==> config.mk <==
export PLATFORM = sky130hd
export DESIGN_NAME = framed_command_switch_controller_flat
export DESIGN_NICKNAME = d
export VERILOG_FILES = /design/src/hdl/fcsc_pkg.sv /design/src/hdl/fcsc_rx_if.sv /design/src/hdl/fcsc_tx_if.sv /design/src/hdl/fcsc_front.sv /design/src/hdl/fcsc_queue.sv /design/src/hdl/fcsc_back.sv /design/src/hdl/framed_command_switch_controller.sv /design/src/flat_wrapper.sv
export VERILOG_INCLUDE_DIRS = /design/src /design/src/hdl
export SDC_FILE = /design/constraint.sdc
export NUM_CORES = 1
export LEC_CHECK = 0
export ABC_CLOCK_PERIOD_IN_PS = 7650
export BUFFER_PORTS_ARGS = -buffer_cell sky130_fd_sc_hd__clkbuf_2
export CELL_PAD_IN_SITES_DETAIL_PLACEMENT = 1
export CELL_PAD_IN_SITES_GLOBAL_PLACEMENT = 1
export CORE_ASPECT_RATIO = 0.7
export CORE_MARGIN = 8
export CORE_UTILIZATION = 53
export CTS_BUF_LIST = sky130_fd_sc_hd__clkbuf_4
export DETAILED_ROUTE_END_ITERATION = 8
export PLACE_DENSITY_LB_ADDON = 0.1
export SKIP_CTS_REPAIR_TIMING = 1
export SLEW_MARGIN = 20
export SYNTH_ARGS = -nofsm -noshare
export SYNTH_HDL_FRONTEND = slang
export SYNTH_SLANG_ARGS = --single-unit
==> constraint.sdc <==
create_clock -name clk -period 7.65 [get_ports clk]
set_input_delay 1.1475 -clock clk [delete_from_list [all_inputs] [get_ports clk]]
set_output_delay 1.1475 -clock clk [all_outputs]
set_load 0.05 [all_outputs]
==> src/hdl/assert_macros.svh <==
// Assertion macros shared by the RTL of the framed command switch controller
`ifndef ASSERT_MACROS_SVH
`define ASSERT_MACROS_SVH

`ifndef SYNTHESIS

// antecedent and consequent in the same cycle
`define FCSC_ASSERT_IMP(label, clk, rst_n, ante, cons) \
  label: assert property (@(posedge clk) disable iff (!rst_n) (ante) |-> (cons)) \
    else $error("assertion failed");

// consequent in the cycle after the antecedent
`define FCSC_ASSERT_NXT(label, clk, rst_n, ante, cons) \
  label: assert property (@(posedge clk) disable iff (!rst_n) (ante) |=> (cons)) \
    else $error("assertion failed");

`else

`define FCSC_ASSERT_IMP(label, clk, rst_n, ante, cons)
`define FCSC_ASSERT_NXT(label, clk, rst_n, ante, cons)

`endif

`endif

==> src/hdl/fcsc_pkg.sv <==
// Types and constants of the framed command switch controller
package fcsc_pkg;

  localparam int QUEUE_DEPTH = 2;

  localparam logic [7:0] PREAMBLE_A   = 8'hAA;
  localparam logic [7:0] PREAMBLE_B   = 8'h55;
  localparam logic [7:0] ADDR_BCAST   = 8'hFF;
  localparam logic [7:0] ADDR_NONE    = 8'h00;
  localparam logic [7:0] REPLY_REJECT = 8'hEE;
  localparam logic [7:0] REPLY_OK     = 8'h00;

  localparam logic [7:0] CMD_SET_ADDR = 8'h01;
  localparam logic [7:0] CMD_SWITCH   = 8'h02;
  localparam logic [7:0] CMD_BOOT     = 8'h03;

  // switch command data layout
  localparam int SW_TRX_BIT = 7;
  localparam int SW_EN_BIT  = 3;

  // reset values of the held state
  localparam logic [7:0] RST_ADDRESS = 8'h01;
  localparam logic       RST_TX      = 1'b1;
  localparam logic       RST_RX      = 1'b0;
  localparam logic [2:0] RST_PHASE   = 3'd7;

  // reply byte positions
  localparam logic [2:0] IDX_PRE0 = 3'd0;
  localparam logic [2:0] IDX_PRE1 = 3'd1;
  localparam logic [2:0] IDX_CMD  = 3'd2;
  localparam logic [2:0] IDX_ADDR = 3'd3;
  localparam logic [2:0] IDX_DATA = 3'd4;
  localparam logic [2:0] IDX_SUM  = 3'd5;

  localparam logic [1:0] BODY_LAST = 2'd3;

  typedef enum logic [1:0] {
    PH_IDLE,
    PH_GOT_AA,
    PH_BODY
  } parse_phase_t;

  // one pending reply, with the switch state it reports
  typedef struct packed {
    logic [7:0] cmd;
    logic [7:0] addr;
    logic [7:0] data;
    logic [7:0] sum;
    logic       tx_en;
    logic       rx_en;
    logic [2:0] phase_one;
    logic [2:0] phase_two;
    logic       boot;
  } reply_t;

  typedef struct packed {
    logic full;
    logic empty;
  } qstat_t;

endpackage

==> src/hdl/fcsc_rx_if.sv <==
// Received byte channel
interface fcsc_rx_if;
  logic       valid;
  logic       ready;
  logic [7:0] rx_byte;

  modport source (output valid, output rx_byte, input ready);
  modport sink (input valid, input rx_byte, output ready);
endinterface

==> src/hdl/fcsc_tx_if.sv <==
// Reply byte channel with the switch state
interface fcsc_tx_if;
  logic       valid;
  logic       ready;
  logic [7:0] tx_byte;
  logic       last_byte;
  logic       tx_enable;
  logic       rx_enable;
  logic [2:0] phase_one;
  logic [2:0] phase_two;
  logic [7:0] device_address;
  logic       enter_bootloader;

  modport source (output valid, output tx_byte, output last_byte, output tx_enable,
                  output rx_enable, output phase_one, output phase_two,
                  output device_address, output enter_bootloader, input ready);
  modport sink (input valid, input tx_byte, input last_byte, input tx_enable,
                input rx_enable, input phase_one, input phase_two,
                input device_address, input enter_bootloader, output ready);
endinterface

==> src/hdl/fcsc_front.sv <==
// Frame parser, command decode and held switch state
module fcsc_front (
  input  logic              clk,
  input  logic              rst_n,
  input  logic              in_fire,
  input  logic [7:0]        in_byte,
  output logic              push,
  output fcsc_pkg::reply_t  push_reply
);

  fcsc_pkg::parse_phase_t phase_r, phase_nxt;
  logic [1:0] body_count_r, body_count_nxt;
  logic [7:0] body_r [0:2];

  logic [7:0] own_address_r, own_address_nxt;
  logic       tx_r, tx_nxt;
  logic       rx_r, rx_nxt;
  logic [2:0] ph1_r, ph1_nxt;
  logic [2:0] ph2_r, ph2_nxt;

  logic       store_en;
  logic       frame_end;
  logic [7:0] sum_calc;
  logic       frame_ok;
  logic [7:0] reply_data;
  logic       boot;

  // next state
  always_comb begin
    phase_nxt = phase_r;
    case (phase_r)
      fcsc_pkg::PH_IDLE: begin
        if (in_byte == fcsc_pkg::PREAMBLE_A) phase_nxt = fcsc_pkg::PH_GOT_AA;
      end
      fcsc_pkg::PH_GOT_AA: begin
        // a mismatching byte is dropped, not re-examined as AA
        phase_nxt = (in_byte == fcsc_pkg::PREAMBLE_B) ? fcsc_pkg::PH_BODY
                                                      : fcsc_pkg::PH_IDLE;
      end
      fcsc_pkg::PH_BODY: begin
        if (body_count_r == fcsc_pkg::BODY_LAST) phase_nxt = fcsc_pkg::PH_IDLE;
      end
      default: phase_nxt = fcsc_pkg::PH_IDLE;
    endcase
  end

  // state outputs
  always_comb begin
    store_en       = 1'b0;
    frame_end      = 1'b0;
    body_count_nxt = body_count_r;
    case (phase_r)
      fcsc_pkg::PH_IDLE:   body_count_nxt = '0;
      fcsc_pkg::PH_GOT_AA: body_count_nxt = '0;
      fcsc_pkg::PH_BODY: begin
        frame_end      = (body_count_r == fcsc_pkg::BODY_LAST);
        store_en       = !frame_end;
        body_count_nxt = body_count_r + 2'd1;
      end
      default: body_count_nxt = '0;
    endcase
  end

  // judge the frame, the sum byte being the current one
  always_comb begin
    sum_calc = body_r[0] + body_r[1] + body_r[2];
    frame_ok = (sum_calc == in_byte) &&
               (body_r[1] == own_address_r || body_r[1] == fcsc_pkg::ADDR_BCAST);

    own_address_nxt = own_address_r;
    tx_nxt          = tx_r;
    rx_nxt          = rx_r;
    ph1_nxt         = ph1_r;
    ph2_nxt         = ph2_r;
    reply_data      = fcsc_pkg::REPLY_REJECT;
    boot            = 1'b0;
    case (body_r[0])
      fcsc_pkg::CMD_SET_ADDR: begin
        if (!(body_r[2] inside {fcsc_pkg::ADDR_NONE, fcsc_pkg::ADDR_BCAST})) begin
          own_address_nxt = body_r[2];
          reply_data      = body_r[2];
        end
      end
      fcsc_pkg::CMD_SWITCH: begin
        tx_nxt     = body_r[2][fcsc_pkg::SW_TRX_BIT] & body_r[2][fcsc_pkg::SW_EN_BIT];
        rx_nxt     = ~body_r[2][fcsc_pkg::SW_TRX_BIT] & body_r[2][fcsc_pkg::SW_EN_BIT];
        ph1_nxt    = body_r[2][6:4];
        ph2_nxt    = body_r[2][2:0];
        reply_data = fcsc_pkg::REPLY_OK;
      end
      fcsc_pkg::CMD_BOOT: begin
        if (body_r[2] == fcsc_pkg::REPLY_OK) begin
          reply_data = fcsc_pkg::REPLY_OK;
          boot       = 1'b1;
        end
      end
      default: reply_data = fcsc_pkg::REPLY_REJECT;
    endcase

    push_reply.cmd       = body_r[0];
    push_reply.addr      = own_address_nxt;
    push_reply.data      = reply_data;
    push_reply.sum       = body_r[0] + own_address_nxt + reply_data;
    push_reply.tx_en     = tx_nxt;
    push_reply.rx_en     = rx_nxt;
    push_reply.phase_one = ph1_nxt;
    push_reply.phase_two = ph2_nxt;
    push_reply.boot      = boot;
  end

  assign push = in_fire && frame_end && frame_ok;

  always_ff @(posedge clk) begin
    if (!rst_n) begin
      phase_r       <= fcsc_pkg::PH_IDLE;
      body_count_r  <= '0;
      own_address_r <= fcsc_pkg::RST_ADDRESS;
      tx_r          <= fcsc_pkg::RST_TX;
      rx_r          <= fcsc_pkg::RST_RX;
      ph1_r         <= fcsc_pkg::RST_PHASE;
      ph2_r         <= fcsc_pkg::RST_PHASE;
    end else begin
      if (in_fire) begin
        phase_r      <= phase_nxt;
        body_count_r <= body_count_nxt;
      end
      if (push) begin
        own_address_r <= own_address_nxt;
        tx_r          <= tx_nxt;
        rx_r          <= rx_nxt;
        ph1_r         <= ph1_nxt;
        ph2_r         <= ph2_nxt;
      end
    end
  end

  always_ff @(posedge clk) begin
    if (in_fire && store_en) body_r[body_count_r] <= in_byte;
  end

endmodule

==> src/hdl/fcsc_queue.sv <==
// Short queue of pending replies between parser and serializer
module fcsc_queue #(
  parameter int DEPTH = fcsc_pkg::QUEUE_DEPTH
) (
  input  logic              clk,
  input  logic              rst_n,
  input  logic              push,
  input  fcsc_pkg::reply_t  push_reply,
  input  logic              pop,
  output fcsc_pkg::reply_t  head,
  output fcsc_pkg::qstat_t  stat
);

  localparam int PW = $clog2(DEPTH);
  localparam int CW = $clog2(DEPTH + 1);

  fcsc_pkg::reply_t mem [0:DEPTH-1];
  logic [PW-1:0] wr_ptr_r, wr_ptr_nxt;
  logic [PW-1:0] rd_ptr_r, rd_ptr_nxt;
  logic [CW-1:0] count_r, count_nxt;

  always_comb begin
    wr_ptr_nxt = wr_ptr_r;
    rd_ptr_nxt = rd_ptr_r;
    count_nxt  = count_r;
    if (push) wr_ptr_nxt = (wr_ptr_r == PW'(DEPTH - 1)) ? '0 : wr_ptr_r + 1'b1;
    if (pop)  rd_ptr_nxt = (rd_ptr_r == PW'(DEPTH - 1)) ? '0 : rd_ptr_r + 1'b1;
    if (push && !pop)      count_nxt = count_r + 1'b1;
    else if (pop && !push) count_nxt = count_r - 1'b1;
  end

  always_ff @(posedge clk) begin
    if (!rst_n) begin
      wr_ptr_r <= '0;
      rd_ptr_r <= '0;
      count_r  <= '0;
    end else begin
      wr_ptr_r <= wr_ptr_nxt;
      rd_ptr_r <= rd_ptr_nxt;
      count_r  <= count_nxt;
    end
  end

  always_ff @(posedge clk) begin
    if (push) mem[wr_ptr_r] <= push_reply;
  end

  assign head       = mem[rd_ptr_r];
  assign stat.full  = (count_r == CW'(DEPTH));
  assign stat.empty = (count_r == '0);

endmodule

==> src/hdl/fcsc_back.sv <==
// Reply serializer: six bytes per pending reply, held in an output register
module fcsc_back (
  input  logic              clk,
  input  logic              rst_n,
  input  fcsc_pkg::reply_t  head,
  input  fcsc_pkg::qstat_t  stat,
  output logic              pop,
  fcsc_tx_if.source         out_chan
);

  fcsc_pkg::reply_t cur_r;
  logic       busy_r, busy_nxt;
  logic [2:0] idx_r, idx_nxt;
  logic       out_fire;
  logic       at_last;

  assign out_fire = out_chan.valid && out_chan.ready;
  assign at_last  = (idx_r == fcsc_pkg::IDX_SUM);
  assign pop      = !stat.empty && (!busy_r || (out_fire && at_last));

  always_comb begin
    busy_nxt = busy_r;
    idx_nxt  = idx_r;
    if (pop) begin
      busy_nxt = 1'b1;
      idx_nxt  = fcsc_pkg::IDX_PRE0;
    end else if (out_fire) begin
      if (at_last) busy_nxt = 1'b0;
      else idx_nxt = idx_r + 3'd1;
    end
  end

  always_ff @(posedge clk) begin
    if (!rst_n) begin
      busy_r <= 1'b0;
      idx_r  <= fcsc_pkg::IDX_PRE0;
    end else begin
      busy_r <= busy_nxt;
      idx_r  <= idx_nxt;
    end
  end

  always_ff @(posedge clk) begin
    if (pop) cur_r <= head;
  end

  always_comb begin
    case (idx_r)
      fcsc_pkg::IDX_PRE0: out_chan.tx_byte = fcsc_pkg::PREAMBLE_B;
      fcsc_pkg::IDX_PRE1: out_chan.tx_byte = fcsc_pkg::PREAMBLE_A;
      fcsc_pkg::IDX_CMD:  out_chan.tx_byte = cur_r.cmd;
      fcsc_pkg::IDX_ADDR: out_chan.tx_byte = cur_r.addr;
      fcsc_pkg::IDX_DATA: out_chan.tx_byte = cur_r.data;
      fcsc_pkg::IDX_SUM:  out_chan.tx_byte = cur_r.sum;
      default:            out_chan.tx_byte = cur_r.sum;
    endcase
  end

  assign out_chan.valid            = busy_r;
  assign out_chan.last_byte        = at_last;
  assign out_chan.tx_enable        = cur_r.tx_en;
  assign out_chan.rx_enable        = cur_r.rx_en;
  assign out_chan.phase_one        = cur_r.phase_one;
  assign out_chan.phase_two        = cur_r.phase_two;
  assign out_chan.device_address   = cur_r.addr;
  assign out_chan.enter_bootloader = at_last && cur_r.boot;

endmodule

==> src/hdl/framed_command_switch_controller.sv <==
// Framed command switch controller: parser, reply queue and serializer
//
// in_chan takes received bytes; a byte is taken when valid and ready are
// both high. Frames are AA 55 type dest data sum. A good frame addressed to
// this unit (own address or FF) is acted on when its sum byte is taken.
// out_chan then carries the six-byte reply 55 AA type address data sum, with
// last_byte on the sum byte and the switch state after the command on every
// byte; enter_bootloader marks the last byte of an accepted boot request.
// One received byte is taken per cycle while in_chan.ready is high. The
// first reply byte is valid after queue write, then serializer load;
// replies go out at one byte per cycle, set by the serializer's byte counter.
// A stalled receiver holds the current reply byte; further replies wait in
// the queue (QUEUE_DEPTH entries) and in_chan.ready drops only while it is
// full. Synchronous reset returns the parser to idle, empties the queue and
// restores address 01, TX on, RX off and both phase codes 7.
module framed_command_switch_controller #(
  parameter int QUEUE_DEPTH = fcsc_pkg::QUEUE_DEPTH
) (
  input  logic      clk,
  input  logic      rst_n,
  fcsc_rx_if.sink   in_chan,
  fcsc_tx_if.source out_chan
);

  `include "assert_macros.svh"

  logic             in_fire;
  logic             push;
  logic             pop;
  fcsc_pkg::reply_t push_reply;
  fcsc_pkg::reply_t head;
  fcsc_pkg::qstat_t stat;

  assign in_chan.ready = !stat.full;
  assign in_fire       = in_chan.valid && in_chan.ready;

  fcsc_front u_front (
    .clk        (clk),
    .rst_n      (rst_n),
    .in_fire    (in_fire),
    .in_byte    (in_chan.rx_byte),
    .push       (push),
    .push_reply (push_reply)
  );

  fcsc_queue #(
    .DEPTH (QUEUE_DEPTH)
  ) u_queue (
    .clk        (clk),
    .rst_n      (rst_n),
    .push       (push),
    .push_reply (push_reply),
    .pop        (pop),
    .head       (head),
    .stat       (stat)
  );

  fcsc_back u_back (
    .clk      (clk),
    .rst_n    (rst_n),
    .head     (head),
    .stat     (stat),
    .pop      (pop),
    .out_chan (out_chan)
  );

  `FCSC_ASSERT_IMP(a_boot_on_last, clk, rst_n,
    out_chan.valid && out_chan.enter_bootloader, out_chan.last_byte)
  `FCSC_ASSERT_IMP(a_addr_legal, clk, rst_n, out_chan.valid,
    out_chan.device_address != fcsc_pkg::ADDR_NONE && out_chan.device_address != fcsc_pkg::ADDR_BCAST)
  `FCSC_ASSERT_IMP(a_paths_exclusive, clk, rst_n, out_chan.valid,
    !(out_chan.tx_enable && out_chan.rx_enable))
  `FCSC_ASSERT_NXT(a_push_fills, clk, rst_n, push && !pop, !stat.empty)

endmodule

==> src/flat_wrapper.sv <==
// flat-port wrapper written by rule: the top's interface ports become plain ports
module framed_command_switch_controller_flat 
#(
  parameter int QUEUE_DEPTH = fcsc_pkg::QUEUE_DEPTH
)
  (clk, rst_n, in_chan_valid, in_chan_rx_byte, in_chan_ready, out_chan_valid, out_chan_tx_byte, out_chan_last_byte, out_chan_tx_enable, out_chan_rx_enable, out_chan_phase_one, out_chan_phase_two, out_chan_device_address, out_chan_enter_bootloader, out_chan_ready);
  fcsc_rx_if in_chan_i ();
  fcsc_tx_if out_chan_i ();
  input  logic clk;
  input  logic rst_n;
  input wire logic [$bits(in_chan_i.valid)-1:0] in_chan_valid;
  input wire logic [$bits(in_chan_i.rx_byte)-1:0] in_chan_rx_byte;
  output wire logic [$bits(in_chan_i.ready)-1:0] in_chan_ready;
  output wire logic [$bits(out_chan_i.valid)-1:0] out_chan_valid;
  output wire logic [$bits(out_chan_i.tx_byte)-1:0] out_chan_tx_byte;
  output wire logic [$bits(out_chan_i.last_byte)-1:0] out_chan_last_byte;
  output wire logic [$bits(out_chan_i.tx_enable)-1:0] out_chan_tx_enable;
  output wire logic [$bits(out_chan_i.rx_enable)-1:0] out_chan_rx_enable;
  output wire logic [$bits(out_chan_i.phase_one)-1:0] out_chan_phase_one;
  output wire logic [$bits(out_chan_i.phase_two)-1:0] out_chan_phase_two;
  output wire logic [$bits(out_chan_i.device_address)-1:0] out_chan_device_address;
  output wire logic [$bits(out_chan_i.enter_bootloader)-1:0] out_chan_enter_bootloader;
  input wire logic [$bits(out_chan_i.ready)-1:0] out_chan_ready;
  assign in_chan_i.valid = in_chan_valid;
  assign in_chan_i.rx_byte = in_chan_rx_byte;
  assign in_chan_ready = in_chan_i.ready;
  assign out_chan_valid = out_chan_i.valid;
  assign out_chan_tx_byte = out_chan_i.tx_byte;
  assign out_chan_last_byte = out_chan_i.last_byte;
  assign out_chan_tx_enable = out_chan_i.tx_enable;
  assign out_chan_rx_enable = out_chan_i.rx_enable;
  assign out_chan_phase_one = out_chan_i.phase_one;
  assign out_chan_phase_two = out_chan_i.phase_two;
  assign out_chan_device_address = out_chan_i.device_address;
  assign out_chan_enter_bootloader = out_chan_i.enter_bootloader;
  assign out_chan_i.ready = out_chan_ready;
  framed_command_switch_controller #(.QUEUE_DEPTH(QUEUE_DEPTH)) u_core (.clk(clk), .rst_n(rst_n), .in_chan(in_chan_i), .out_chan(out_chan_i));
endmodule
Yosys cells after proc, flatten, opt, wreduce, memory -nomap -nowiden

Memories as Yosys holds them, arrays and structs flattened. A register that Yosys moved wholly into a read port is not among the register bits.
Index checks and enable logic that the tools add are counted.

Register bits: 28
RAM bits: 106
Input port bits: 12
Output and inout port bits: 28
Logic and storage cells: 110
Memories: 2

Add/sub/neg operators: 10
Equal/unequal tests: 20
Muxes and demuxes: 30
Bitwise logic cells: 5
Reduce and logical (&&, ||, !) cells: 31

Memory list:

| memory                | words | bits a word | rd ports | clocked after memory_dff | wr ports | RTL line         | text |
|---|---|---|---|---|---|---|---|
| u_core.u_queue.mem    | 2     | 41          | 1        | 1                        | 1        | fcsc_queue.sv:17 | `fcsc_pkg::reply_t mem [0:DEPTH-1];` |
| u_core.u_front.body_r | 3     | 8           | 3        | 0                        | 1        | fcsc_front.sv:13 | `logic [7:0] body_r [0:2];` |

Operators by type and width:

| kind                | number |
|---|---|
| $pmux 8 s5          | 1 |
| $add 8x8->8         | 4 |
| $mux 8              | 4 |
| $eq 8x8->1 const B  | 3 |
| $pmux 8 s3          | 1 |
| $eq 8x2->1 const B  | 2 |
| $eq 8x8->1          | 2 |
| $mux 1              | 15 |
| $mux 2              | 6 |
| $logic_and 1x1->1   | 11 |
| $eq 8x1->1 const B  | 1 |
| $eq 8x7->1 const B  | 1 |
| $logic_not 8->1     | 1 |
| $reduce_bool 2->1   | 4 |
| $eq 2x2->1 const B  | 3 |
| $eq 3x2->1 const B  | 2 |
| $eq 3x3->1 const B  | 2 |
| $logic_not 1->1     | 6 |
| $mux 3              | 2 |
| $pmux 2 s3          | 1 |
| $add 2x1->2 const B | 2 |
| $logic_not 2->1     | 2 |
| $ne 2x2->1 const B  | 2 |
| $reduce_and 2->1    | 2 |
| other kinds (11)    | 16 |

Logic depth before layout (Yosys ltp)

Gate-level depths: netlist of the first run.

Depth in word-level cells: 9
Gate-level depth with buffers: 15
Mapped depth without buffers: 14

Cells and area by module

A second synthesis of the first run with hierarchy kept.

Cell total of the unflattened synthesis: 599
Area, all modules: 8305.5 um^2

Modules (own cells, without submodules):

| module                           | instances | cells an instance | area each (um^2) | seq. area each (um^2) |
|---|---|---|---|---|
| fcsc_front                       | 1         | 319               | 3209.3           | 1121.1 |
| fcsc_queue                       | 1         | 150               | 3168.0           | 2562.5 |
| fcsc_back                        | 1         | 128               | 1918.1           | 1311.3 |
| framed_command_switch_controller | 1         | 2                 | 10.0             | 0.0 |

Least setup slack after synthesis of the first run

No wires, ideal clock.

Path type: reg2reg
From: memory u_core.u_front.body_r[0][1]
To: memory u_core.u_queue.mem[0][0] in the netlist's numbering (enable)
Setup time: 490 ps
Arrival time: 5437 ps
Required time: 7160 ps
Path slack: 1723 ps
Stages on the path, launching flop included: 9
Path buffers: 0
Period minus slack after synthesis: 5927 ps
Cell sequence: edfxtp_1 -> fa_1 -> ha_1 -> fa_1 -> xnor2_1 -> nand4_1 -> a2111oi_4 -> nand3_1 -> nor3_1

RTL lines:

| what            | RTL line |
|---|---|
| start, declared | fcsc_front.sv:13 |
| end, declared   | fcsc_queue.sv:17 |

==> out/qor.txt, run 1 <==
# rows = 38
syn_nets = 665
Initial Util = 53.5%
critical path arrival = 5.34 ns
Num CTS Buffers = 17
PortBufs = 39
clk_lat worst skew = 0.57 ns
Tcrit/Tclk final = 65.8%
Finished Layout Cells = 857
crit start category = flip-flop
vias per cell = 5.82
FMAX = 199 MHz
TritonCTS clock tree = yes
Tot GR Track Use = 20.0%
share of cells above drive strength 1 = 19.6%
WL/cell = 22.4 um
Clk pwr share = 33.8%
first drt pass iteration count = 5
Seq pwr share = 64.9%
Antenna diodes = 0
Main synth FF type = edfxtp_1
RR Startpoint = u_core.u_front.body_r[0][4]
Antenna Violating Nets Remaining = 0
root buffer cell = clkbuf_4
Unique masters post-synth = 61
EDFF count, synth = 147
Final Critical Period = 5.03 ns
1st-iter DRT viols = 345
Max VDD drop = 0.000154 V
first-pass GRT wire length = 29.7 mm
core area = 0.0153 mm2
Clock Sinks = 175
asr flop ratio synth = 0%
worst-path fanout max = 19
Inst Count DP = 825
final hold vios = 0
HP Class = reg2reg
WHS = 0.481 ns
Post-Synthesis Cells = 615
Comb pwr share = 1.3%
Rel. slew slack = 27.5%
Syn Std Cell Area = 0.00816 mm2
die area = 0.0197 mm2
Crit Path Category = reg2reg
Yosys warnings = 0
Lkg Pwr = 2.85 nW
synth top area cells = edfxtp_1, dfxtp_1, mux2_2, fa_1, ha_1
largest net degree at the start of global routing = 43
Top Ports = 40
top-count cell post-synth = edfxtp_1
syn_area_per_cell = 13.3 um2
sequential area share after synthesis = 60.9%
max-slew violations = 0
Switch Pwr = 0.349 mW
overall die height = 120 um
clock slew at reported path FFs = 0.15 ns
number of global-route vias before repair = 5186
Int Pwr = 1.22 mW
Worst Clk Skew = 0.0169 ns
Vias = 4990
Required @ worst endpoint = 7.96 ns
Area growth syn-to-layout = 7.13%
synthesis-stage register bit count = 175
total wire length = 19.2 mm
MaxCap Viol Count = 0
hold_sp = u_core.u_front.rx_r
Sw Share = 22.2%
die width = 164 um
Fillers = 1541
HPWL after detailed placement = 14.1 mm
GP Congestion = 0.866
measured slew at the worst slew-check pin = 1.09 ns
final setup violation count = 0
RSZ-0062 raised after global routing = no
pwr dens = 180 mW/mm2
Synth area leader = edfxtp_1
worst setup path start = u_core.u_front.body_r[0][4]
gr ovfl total = 0
initial antenna violation count = 0
run status = finished, final reports clean
share of the synthesized area in the top cell type = 54.1%
fin nets = 694
Setup crit end kind = flip-flop
H-tree depth = 4
drc violations = 0
Power, Total = 1.57 mW
Synth top cells by count = edfxtp_1, nand2_1, mux2_2
setup tns final = 0 ns
Bufs on Longest Clock Path = 2
[layout make-up]
cell class,count,area [um2],share of cell area [%]
tap,200,250,2.86
clock buffer,17,128,1.46
inverter,40,150,1.72
timing repair buffer,43,225,2.58
clock inverter,15,160,1.83
multi-input combinational,367,2860,32.7
sequential,175,4980,56.9
[flip-flops by register name, indices dropped and copies added, names as in the netlist, 2 cells and up]
| name | count |
|---|---|
| u_core.u_back.out_chan.phase_one | 3 |
| u_core.u_queue.mem | 82 |
| u_core.u_front.ph2_r | 3 |
| u_core.u_back.idx_r | 3 |
| u_core.u_back.cur_r | 25 |
| u_core.u_front.body_count_r | 2 |
| u_core.u_front.body_r | 24 |
| u_core.u_back.out_chan.device_address | 8 |
| u_core.u_front.own_address_r | 8 |
| u_core.u_front.ph1_r | 3 |
| u_core.u_queue.count_r | 2 |
| u_core.u_front.phase_r | 2 |
| u_core.u_back.out_chan.phase_two | 3 |
[cell usage in the layout (no fill, tap or decap), types with 7 or more instances in the layout]
cell,netlist,routed
mux2_2,41,41
nor3_1,8,7
ha_1,22,22
nand4_1,20,20
o31ai_1,7,7
nand3_1,15,15
edfxtp_1,147,147
xor2_1,8,8
o21ai_0,26,26
fa_1,16,16
inv_1,39,39
clkbuf_4,0,17
a21oi_1,32,32
nor2_1,33,33
nand2_1,42,42
dfxtp_1,28,27
clkbuf_2,2,39
xnor2_1,21,21
[per-stage QoR]
stage | worst slack (ns) | util [%] | cell area [um2]
after global routing | 2.24 | 57.3 | 8750
final | 2.62 | 57.3 | 8750
after floorplan | 1.72 | - | 8160
after detailed placement | 2.74 | 55.4 | 8460
after global placement | 2.96 | 55.4 | 8460
after CTS | 2.64 | 57.3 | 8750
[path summary, 6_finish.rpt]
check | endpoint | slack [ns] | depth (start not counted)
setup / recovery | u_core.u_queue.mem[1][16] | 2.62 | 14
hold / removal | u_core.u_front.rx_r | 0.48 | 2
setup reg to reg | u_core.u_queue.mem[1][16] | 2.62 | 14
hold reg to reg | u_core.u_front.rx_r | 0.48 | 2
[critical path: stages, from the launching register on]
cell,delay [ns]
edfxtp_1,0.51
or4_1,0.56
nor3_1,0.77
nor3b_2,0.36
buf_4,0.29
mux2i_1,0.16
fa_1,0.57
inv_1,0.08
fa_1,0.47
a21o_1,0.18
a21oi_1,0.24
o21bai_1,0.10
a21oi_1,0.19
xnor2_1,0.17
xnor2_1,0.13
[logic make-up after synthesis]
group,Yosys count,share of synthesized area (%)
flops,175,60.9
fa+ha+maj,38,7.30
buf+inv,73,4.21
mux,48,6.54
simple gates,150,9.27
compound gates,101,8.35
xor+xnor,30,3.39
[layer usage]
| metal | GRT usage (%) | routed length, um | vias to the layer above |
|---|---|---|---|
| met5 | 0 | 0 | - |
| met4 | 4.53 | 180 | 0 |
| met2 | 32.2 | 9170 | 133 |
| met1 | 27.0 | 8770 | 2536 |
| met3 | 4.93 | 1040 | 17 |
| li1 | - | - | 2304 |
[power by group through the flow]
stage                     Combinational, mW  Clock, mW  Sequential, mW
after floorplan                     0.00955          0            1.04
after global placement               0.0196          0            1.04
after detailed placement             0.0206          0            1.04
after CTS                            0.0207      0.544            1.02
after global routing                 0.0223      0.571            1.02
final                                0.0209      0.531            1.02
Note: power is estimated with default switching activity, not from simulation.
==> run 2, diff against run 1 <==
- ABC_AREA: unset -> 1
- ABC_CLOCK_PERIOD_IN_PS: 7650 -> 4600
- CORE_UTILIZATION: 53 -> 46
- clock period: 7.65 -> 4.6 ns (I/O delays scaled with it)
==> run 2 against run 1 <==
Against the previous run:
- die area is 18% higher
- area after synthesis is 4.4% higher
- sequential share of layout area is 2.8 points lower
- critical endpoint is now u_core.u_queue.mem[0][15]
- largest power group unchanged
==> out/qor.txt, run 2 <==
first-pass GRT wire length = 33.7 mm (was 29.7 mm)
commonest cells after routing, fill and taps aside = nand2_1, edfxtp_1, inv_1 (was edfxtp_1, nand2_1, mux2_2)
clock slew at reported path FFs = 0.16 ns (was 0.15 ns)
top-count cell post-synth = nand2_1 (was edfxtp_1)
core area = 0.0181 mm2 (was 0.0153 mm2)
Max VDD drop = 0.000283 V (was 0.000154 V)
Final Critical Period = 4.05 ns (was 5.03 ns)
1st-iter DRT viols = 329 (was 345)
total wire length = 21.1 mm (was 19.2 mm)
WL/cell = 18.9 um (was 22.4 um)
share of cells above drive strength 1 = 14.2% (was 19.6%)
DR top layer = met4 (unchanged)
Syn Std Cell Area = 0.00852 mm2 (was 0.00816 mm2)
Lkg Pwr = 3.89 nW (was 2.85 nW)
Tot GR Track Use = 19.2% (was 20.0%)
worst-path fanout max = 11 (was 19)
gr ovfl total = 0 (unchanged)
asr flop ratio synth = 0% (unchanged)
overall die height = 130 um (was 120 um)
Post-Synthesis Cells = 834 (was 615)
GP Congestion = 0.826 (was 0.866)
number of global-route vias before repair = 6062 (was 5186)
critical path arrival = 4.40 ns (was 5.34 ns)
fin nets = 915 (was 694)
max reg flops = 82 (unchanged)
H-tree depth = 4 (unchanged)
syn_nets = 884 (was 665)
Clock Sinks = 175 (unchanged)
Int Pwr = 2.57 mW (was 1.22 mW)
Rel. slew slack = 40.6% (was 27.5%)
hold_sp = in_chan_rx_byte[4] (was u_core.u_front.rx_r)
Synth top cells by count = nand2_1, edfxtp_1, inv_1 (was edfxtp_1, nand2_1, mux2_2)
sequential area share after synthesis = 58.4% (was 60.9%)
FMAX = 247 MHz (was 199 MHz)
final setup violation count = 0 (unchanged)
setup tns final = 0 ns (unchanged)
Clk pwr share = 22.3% (was 33.8%)
RSZ-0062 raised after global routing = no (unchanged)
Sw Share = 37.7% (was 22.2%)
die width = 179 um (was 164 um)
Synth area leader = edfxtp_1 (unchanged)
WL met1 = 9.80 mm (was 8.77 mm)
vias per cell = 5.08 (was 5.82)
final hold vios = 0 (unchanged)
Antenna diodes = 0 (unchanged)
Crit Path Category = reg2reg (unchanged)
MaxCap Viol Count = 0 (unchanged)
Switch Pwr = 1.55 mW (was 0.349 mW)
Top Ports = 40 (unchanged)
worst setup path start = u_core.u_front.body_r[0][2] (was u_core.u_front.body_r[0][4])
met3 wire len = 1.13 mm (was 1.04 mm)
pwr dens = 449 mW/mm2 (was 180 mW/mm2)
HP Class = in2reg (was reg2reg)
Initial Util = 47.1% (was 53.5%)
largest registers = u_core.u_queue.mem (82), u_core.u_back.cur_r (25), u_core.u_front.body_r (24) (unchanged)
RR Startpoint = u_core.u_front.body_r[0][2] (was u_core.u_front.body_r[0][4])
Comb pwr share = 26.9% (was 1.3%)
drc violations = 0 (unchanged)
HPWL after detailed placement = 15.8 mm (was 14.1 mm)
synth top area cells = edfxtp_1, nand2_1, dfxtp_1, inv_1, fa_1 (was edfxtp_1, dfxtp_1, mux2_2, fa_1, ha_1)
Yosys warnings = 0 (unchanged)
Tcrit/Tclk final = 88.0% (was 65.8%)
Power, Total = 4.13 mW (was 1.57 mW)
initial antenna violation count = 0 (unchanged)
Worst Clk Skew = 0.0303 ns (was 0.0169 ns)
PortBufs = 39 (unchanged)
crit start category = flip-flop (unchanged)
clk_lat worst skew = 0.59 ns (was 0.57 ns)
EDFF count, synth = 147 (unchanged)
Required @ worst endpoint = 4.96 ns (was 7.96 ns)
most common cell after layout, fill and taps aside = nand2_1 (was edfxtp_1)
max-slew violations = 0 (unchanged)
Antenna Violating Nets Remaining = 0 (unchanged)
Bufs on Longest Clock Path = 2 (unchanged)
Num CTS Buffers = 17 (unchanged)
WL met2 = 10.0 mm (was 9.17 mm)
largest net degree at the start of global routing = 45 (was 43)
TritonCTS clock tree = yes (unchanged)
syn_area_per_cell = 10.2 um2 (was 13.3 um2)
first drt pass iteration count = 5 (unchanged)
Area growth syn-to-layout = 7.85% (was 7.13%)
Main synth FF type = edfxtp_1 (unchanged)
run status = finished, final reports clean (unchanged)
die area = 0.0232 mm2 (was 0.0197 mm2)
measured slew at the worst slew-check pin = 0.888 ns (was 1.09 ns)
Setup crit end kind = flip-flop (unchanged)
share of the synthesized area in the top cell type = 51.8% (was 54.1%)
# rows = 41 (was 38)
Reg with most FFs = u_core.u_queue.mem (unchanged)
Fillers = 2032 (was 1541)
Seq pwr share = 50.8% (was 64.9%)
synthesis-stage register bit count = 175 (unchanged)
root buffer cell = clkbuf_4 (unchanged)
Multi-input gate area = 0.00297 mm2 (was 0.00286 mm2)
register area = 0.00497 mm2 (was 0.00498 mm2)
Unique masters post-synth = 44 (was 61)
Vias = 5662 (was 4990)
## run 2: changes by cell type in the layout (fill, tap and decap cells not counted), sizes merged, moves of 7 or more
cell	before	now
mux2	43	0
inv	44	109
nand4	20	12
nand3	16	41
nor2	33	60
xnor2	21	14
nand2	42	275
o21ai	29	22
nor3	8	1
and2	7	0
## run 2: metrics by stage
step	setup WS (ns)	area (um2)	util (%)	std cells	hold WS, ns
detailed placement	0.590	8890	49.1	1082	0.459
floorplan	0.110	8520	-	834	0.429
global placement	0.846	8890	49.1	1082	0.445
global route	0.322	9190	50.8	1114	0.326
finish	0.551	9190	50.8	1114	0.375
CTS	0.581	9190	50.8	1114	0.319
## run 2: layer usage
metal  global-route usage [%]  up-vias
met5                        0        -
met4                     4.85        0
met3                     3.90       11
met2                     31.1       98
met1                     26.2     2780
li1                         -     2773
## run 2: final timing paths
| check | to | slack, ns | depth (start not counted) |
|---|---|---|---|
| setup / recovery | u_core.u_queue.mem[0][15] | 0.55 | 16 |
| hold / removal | u_core.u_front.body_r[0][4] | 0.37 | 1 |
| setup reg to reg | u_core.u_queue.mem[0][15] | 0.55 | 16 |
| hold reg to reg | u_core.u_front.ph2_r[1] | 0.49 | 2 |
## run 2: kinds of logic (layout without fill, tap and decap cells)
group | count (synthesis) | count (layout) | share of synthesized area [%]
adders and majority gates | 38 | 38 | 6.99
buffers and inverters | 139 | 183 | 7.05
and+or+nand+nor | 399 | 399 | 20.8
xor gates and xnor gates | 22 | 22 | 2.35
AOI/OAI and AO/OA | 61 | 61 | 4.45
DFF | 175 | 175 | 58.4
## run 2: cell type report
type,count,share of cell area [%]
flip-flops and latches,175,54.1
multi-input cells,520,32.3
inverters,107,4.37
well taps,236,3.21
repair buffers,44,2.80
clock inverters,13,1.67
clock buffers,19,1.55
## run 2: power groups by stage
stage | registers, mW | clock network, mW | logic [mW]
floorplan | 2.16 | 0 | 0.824
global placement | 2.13 | 0 | 1.10
detailed placement | 2.14 | 0 | 1.12
CTS | 2.10 | 0.938 | 1.13
global route | 2.12 | 0.998 | 1.22
finish | 2.10 | 0.921 | 1.11
## run 2: critical path, stage by stage, from the launching register on
cell,delay (ns)
edfxtp_1,0.53
nor2_2,0.24
nand3_2,0.15
nor2_8,0.18
nand3_2,0.26
a22oi_2,0.46
inv_1,0.12
fa_1,0.53
inv_1,0.06
ha_1,0.35
a21oi_1,0.19
inv_1,0.06
a31oi_1,0.24
nor2_1,0.07
o21ai_0,0.16
nand2_1,0.08
xor2_1,0.15
==> run 3, diff against run 2 <==
- CORE_ASPECT_RATIO: 0.7 -> 0.75
==> run 3 against run 2 <==
Against the previous run:
- clock power shrank 2%
- register-to-register slack gained 0.11 ns
- flip-flop and latch count is the same
- hold slack gained 0.0050 ns
- critical path type unchanged
- largest cell class unchanged
==> out/qor.txt, run 3 (synthesis results as in run 2) <==
share of cells above drive strength 1 = 14.4% (was 14.2%)
vias per cell = 5.06 (was 5.08)
H-tree depth = 4 (unchanged)
max reg flops = 82 (unchanged)
Crit Path Category = reg2reg (unchanged)
Area growth syn-to-layout = 8.03% (was 7.85%)
Switch Pwr = 1.61 mW (was 1.55 mW)
gr ovfl total = 0 (unchanged)
1st-iter DRT viols = 335 (was 329)
final hold vios = 0 (unchanged)
Num CTS Buffers = 17 (unchanged)
worst-path fanout max = 7 (was 11)
Final Critical Period = 3.94 ns (was 4.05 ns)
crit-path most repeated cell = nand2_1 (was inv_1)
die width = 173 um (was 179 um)
total wire length = 20.6 mm (was 21.1 mm)
most common cell after layout, fill and taps aside = nand2_1 (unchanged)
pre-CTS WS = 0.706 ns (was 0.590 ns)
clock slew at reported path FFs = 0.17 ns (was 0.16 ns)
Multi-input gate area = 0.00297 mm2 (unchanged)
first drt pass iteration count = 5 (unchanged)
critical path arrival = 4.31 ns (was 4.40 ns)
max incr delay on CP = 0.60 ns (was 0.53 ns)
fin nets = 916 (was 915)
HP Class = in2reg (unchanged)
PortBufs = 39 (unchanged)
max-slew violations = 0 (unchanged)
Rel. slew slack = 46.7% (was 40.6%)
Worst Setup Slack, final = 0.664 ns (was 0.551 ns)
Comb pwr share = 26.8% (was 26.9%)
number of global-route vias before repair = 5969 (was 6062)
measured slew at the worst slew-check pin = 0.796 ns (was 0.888 ns)
Fillers = 2091 (was 2032)
clk_lat worst skew = 0.61 ns (was 0.59 ns)
TritonCTS clock tree = yes (unchanged)
Tot GR Track Use = 18.4% (was 19.2%)
drc violations = 0 (unchanged)
pwr dens = 445 mW/mm2 (was 449 mW/mm2)
critical-path cell list = nor2_1 > nand4_1 > nand2_1 > inv_1 > nand2_1 > nand2_1 > nand2_1 > inv_1 > fa_1 > inv_1 > ha_1 > fa_1 > nand3_1 > nand2_1 > nand2_1 > nand2_1 > a21oi_1 > xnor2_2 > inv_1 > nand2_1 > nand2_1 (was nor2_2 > nand3_2 > nor2_8 > nand3_2 > a22oi_2 > inv_1 > fa_1 > inv_1 > ha_1 > a21oi_1 > inv_1 > a31oi_1 > nor2_1 > o21ai_0 > nand2_1 > xor2_1)
first-pass GRT wire length = 33.0 mm (was 33.7 mm)
overall die height = 134 um (was 130 um)
Setup crit end kind = flip-flop (unchanged)
area post-placement = 0.00889 mm2 (about the same)
initial antenna violation count = 1 (was 0)
Antenna Violating Nets Remaining = 0 (unchanged)
Sw Share = 39.3% (was 37.7%)
Bufs on Longest Clock Path = 2 (unchanged)
RSZ-0062 raised after global routing = no (unchanged)
GP Congestion = 0.869 (was 0.826)
Max VDD drop = 0.000531 V (was 0.000283 V)
WHS = 0.380 ns (was 0.375 ns)
Int Pwr = 2.49 mW (was 2.57 mW)
Vias = 5700 (was 5662)
Initial Util = 46.5% (was 47.1%)
final setup violation count = 0 (unchanged)
run status = finished, final reports clean (unchanged)
Tcrit/Tclk final = 85.6% (was 88.0%)
register area = 0.00497 mm2 (unchanged)
largest net degree at the start of global routing = 46 (was 45)
MaxCap Viol Count = 0 (unchanged)
die area = 0.0232 mm2 (about the same)
crit start category = flip-flop (unchanged)
core area = 0.0183 mm2 (was 0.0181 mm2)
HPWL after detailed placement = 15.7 mm (was 15.8 mm)
commonest cells after routing, fill and taps aside = nand2_1, edfxtp_1, inv_1 (unchanged)
# rows = 43 (was 41)
Clk pwr share = 22.2% (was 22.3%)
Reg with most FFs = u_core.u_queue.mem (unchanged)
Lkg Pwr = 3.89 nW (about the same)
setup tns final = 0 ns (unchanged)
Power, Total = 4.09 mW (was 4.13 mW)
WL/cell = 18.3 um (was 18.9 um)
largest registers = u_core.u_queue.mem (82), u_core.u_back.cur_r (25), u_core.u_front.body_r (24) (unchanged)
CP max-delay cell = edfxtp_1 (unchanged)
Worst Clk Skew = 0.0316 ns (was 0.0303 ns)
Top Ports = 40 (unchanged)
Required @ worst endpoint = 4.97 ns (was 4.96 ns)
root buffer cell = clkbuf_4 (unchanged)
Clock Sinks = 175 (unchanged)
Finished Cell Area = 0.00921 mm2 (was 0.00919 mm2)
FMAX = 254 MHz (was 247 MHz)
Seq pwr share = 51.1% (was 50.8%)
## run 3: layer usage
metal	track usage [%]	part of all wire (%)	vias to the layer above
met3	3.54	2.9	23
met2	30.3	48	96
met1	24.1	47	2797
met4	6.50	1.8	0
met5	0	0	-
li1	-	-	2784
## run 3: worst max-delay path: cells and delay by family, from the launching register on
family                   cells  cell delay, ns
AO/OA/AOI/OAI                1            0.22
XOR/XNOR                     1            0.16
adder cells (fa/ha/maj)      3            1.14
buffers and inverters        4            0.26
flip-flops                   1            0.60
AND/OR/NAND/NOR             12            1.32
## run 3: layout make-up
| class | count | area share, % |
|---|---|---|
| Clock inverter | 15 | 2.01 |
| Timing Repair Buffer | 45 | 2.61 |
| Tap cell | 247 | 3.36 |
| Inverter | 107 | 4.36 |
| Sequential cell | 175 | 54.0 |
| Multi-Input combinational cell | 520 | 32.2 |
| Clock buffer | 17 | 1.39 |
| Antenna cell | 1 | 0.0272 |
## run 3: worst paths after layout
kind | slack (ns) | depth (start not counted) | start | endpoint
min | 0.38 | 1 | in_chan_rx_byte[2] | u_core.u_front.body_r[0][2]
max reg2reg | 0.66 | 21 | u_core.u_front.body_r[2][7] | u_core.u_queue.mem[1][16]
min reg2reg | 0.49 | 2 | u_core.u_front.ph1_r[2] | u_core.u_front.ph1_r[2]
max | 0.66 | 21 | u_core.u_front.body_r[2][7] | u_core.u_queue.mem[1][16]
## run 3: power groups by stage
stage / combinational, mW / clock (mW) / sequential, mW
5_1_grt: 1.21 / 0.987 / 2.11
3_5_place_dp: 1.12 / 0 / 2.13
3_3_place_gp: 1.09 / 0 / 2.11
6_report: 1.10 / 0.907 / 2.09
4_1_cts: 1.12 / 0.934 / 2.09
2_1_floorplan: 0.824 / 0 / 2.16
## run 3: metrics by stage
| step | util [%] | instances |
|---|---|---|
| finish | 50.2 | 1127 |
| CTS | 50.2 | 1126 |
| global route | 50.2 | 1127 |
| global placement | 48.5 | 1094 |
| detailed placement | 48.5 | 1094 |
| floorplan | - | 834 |
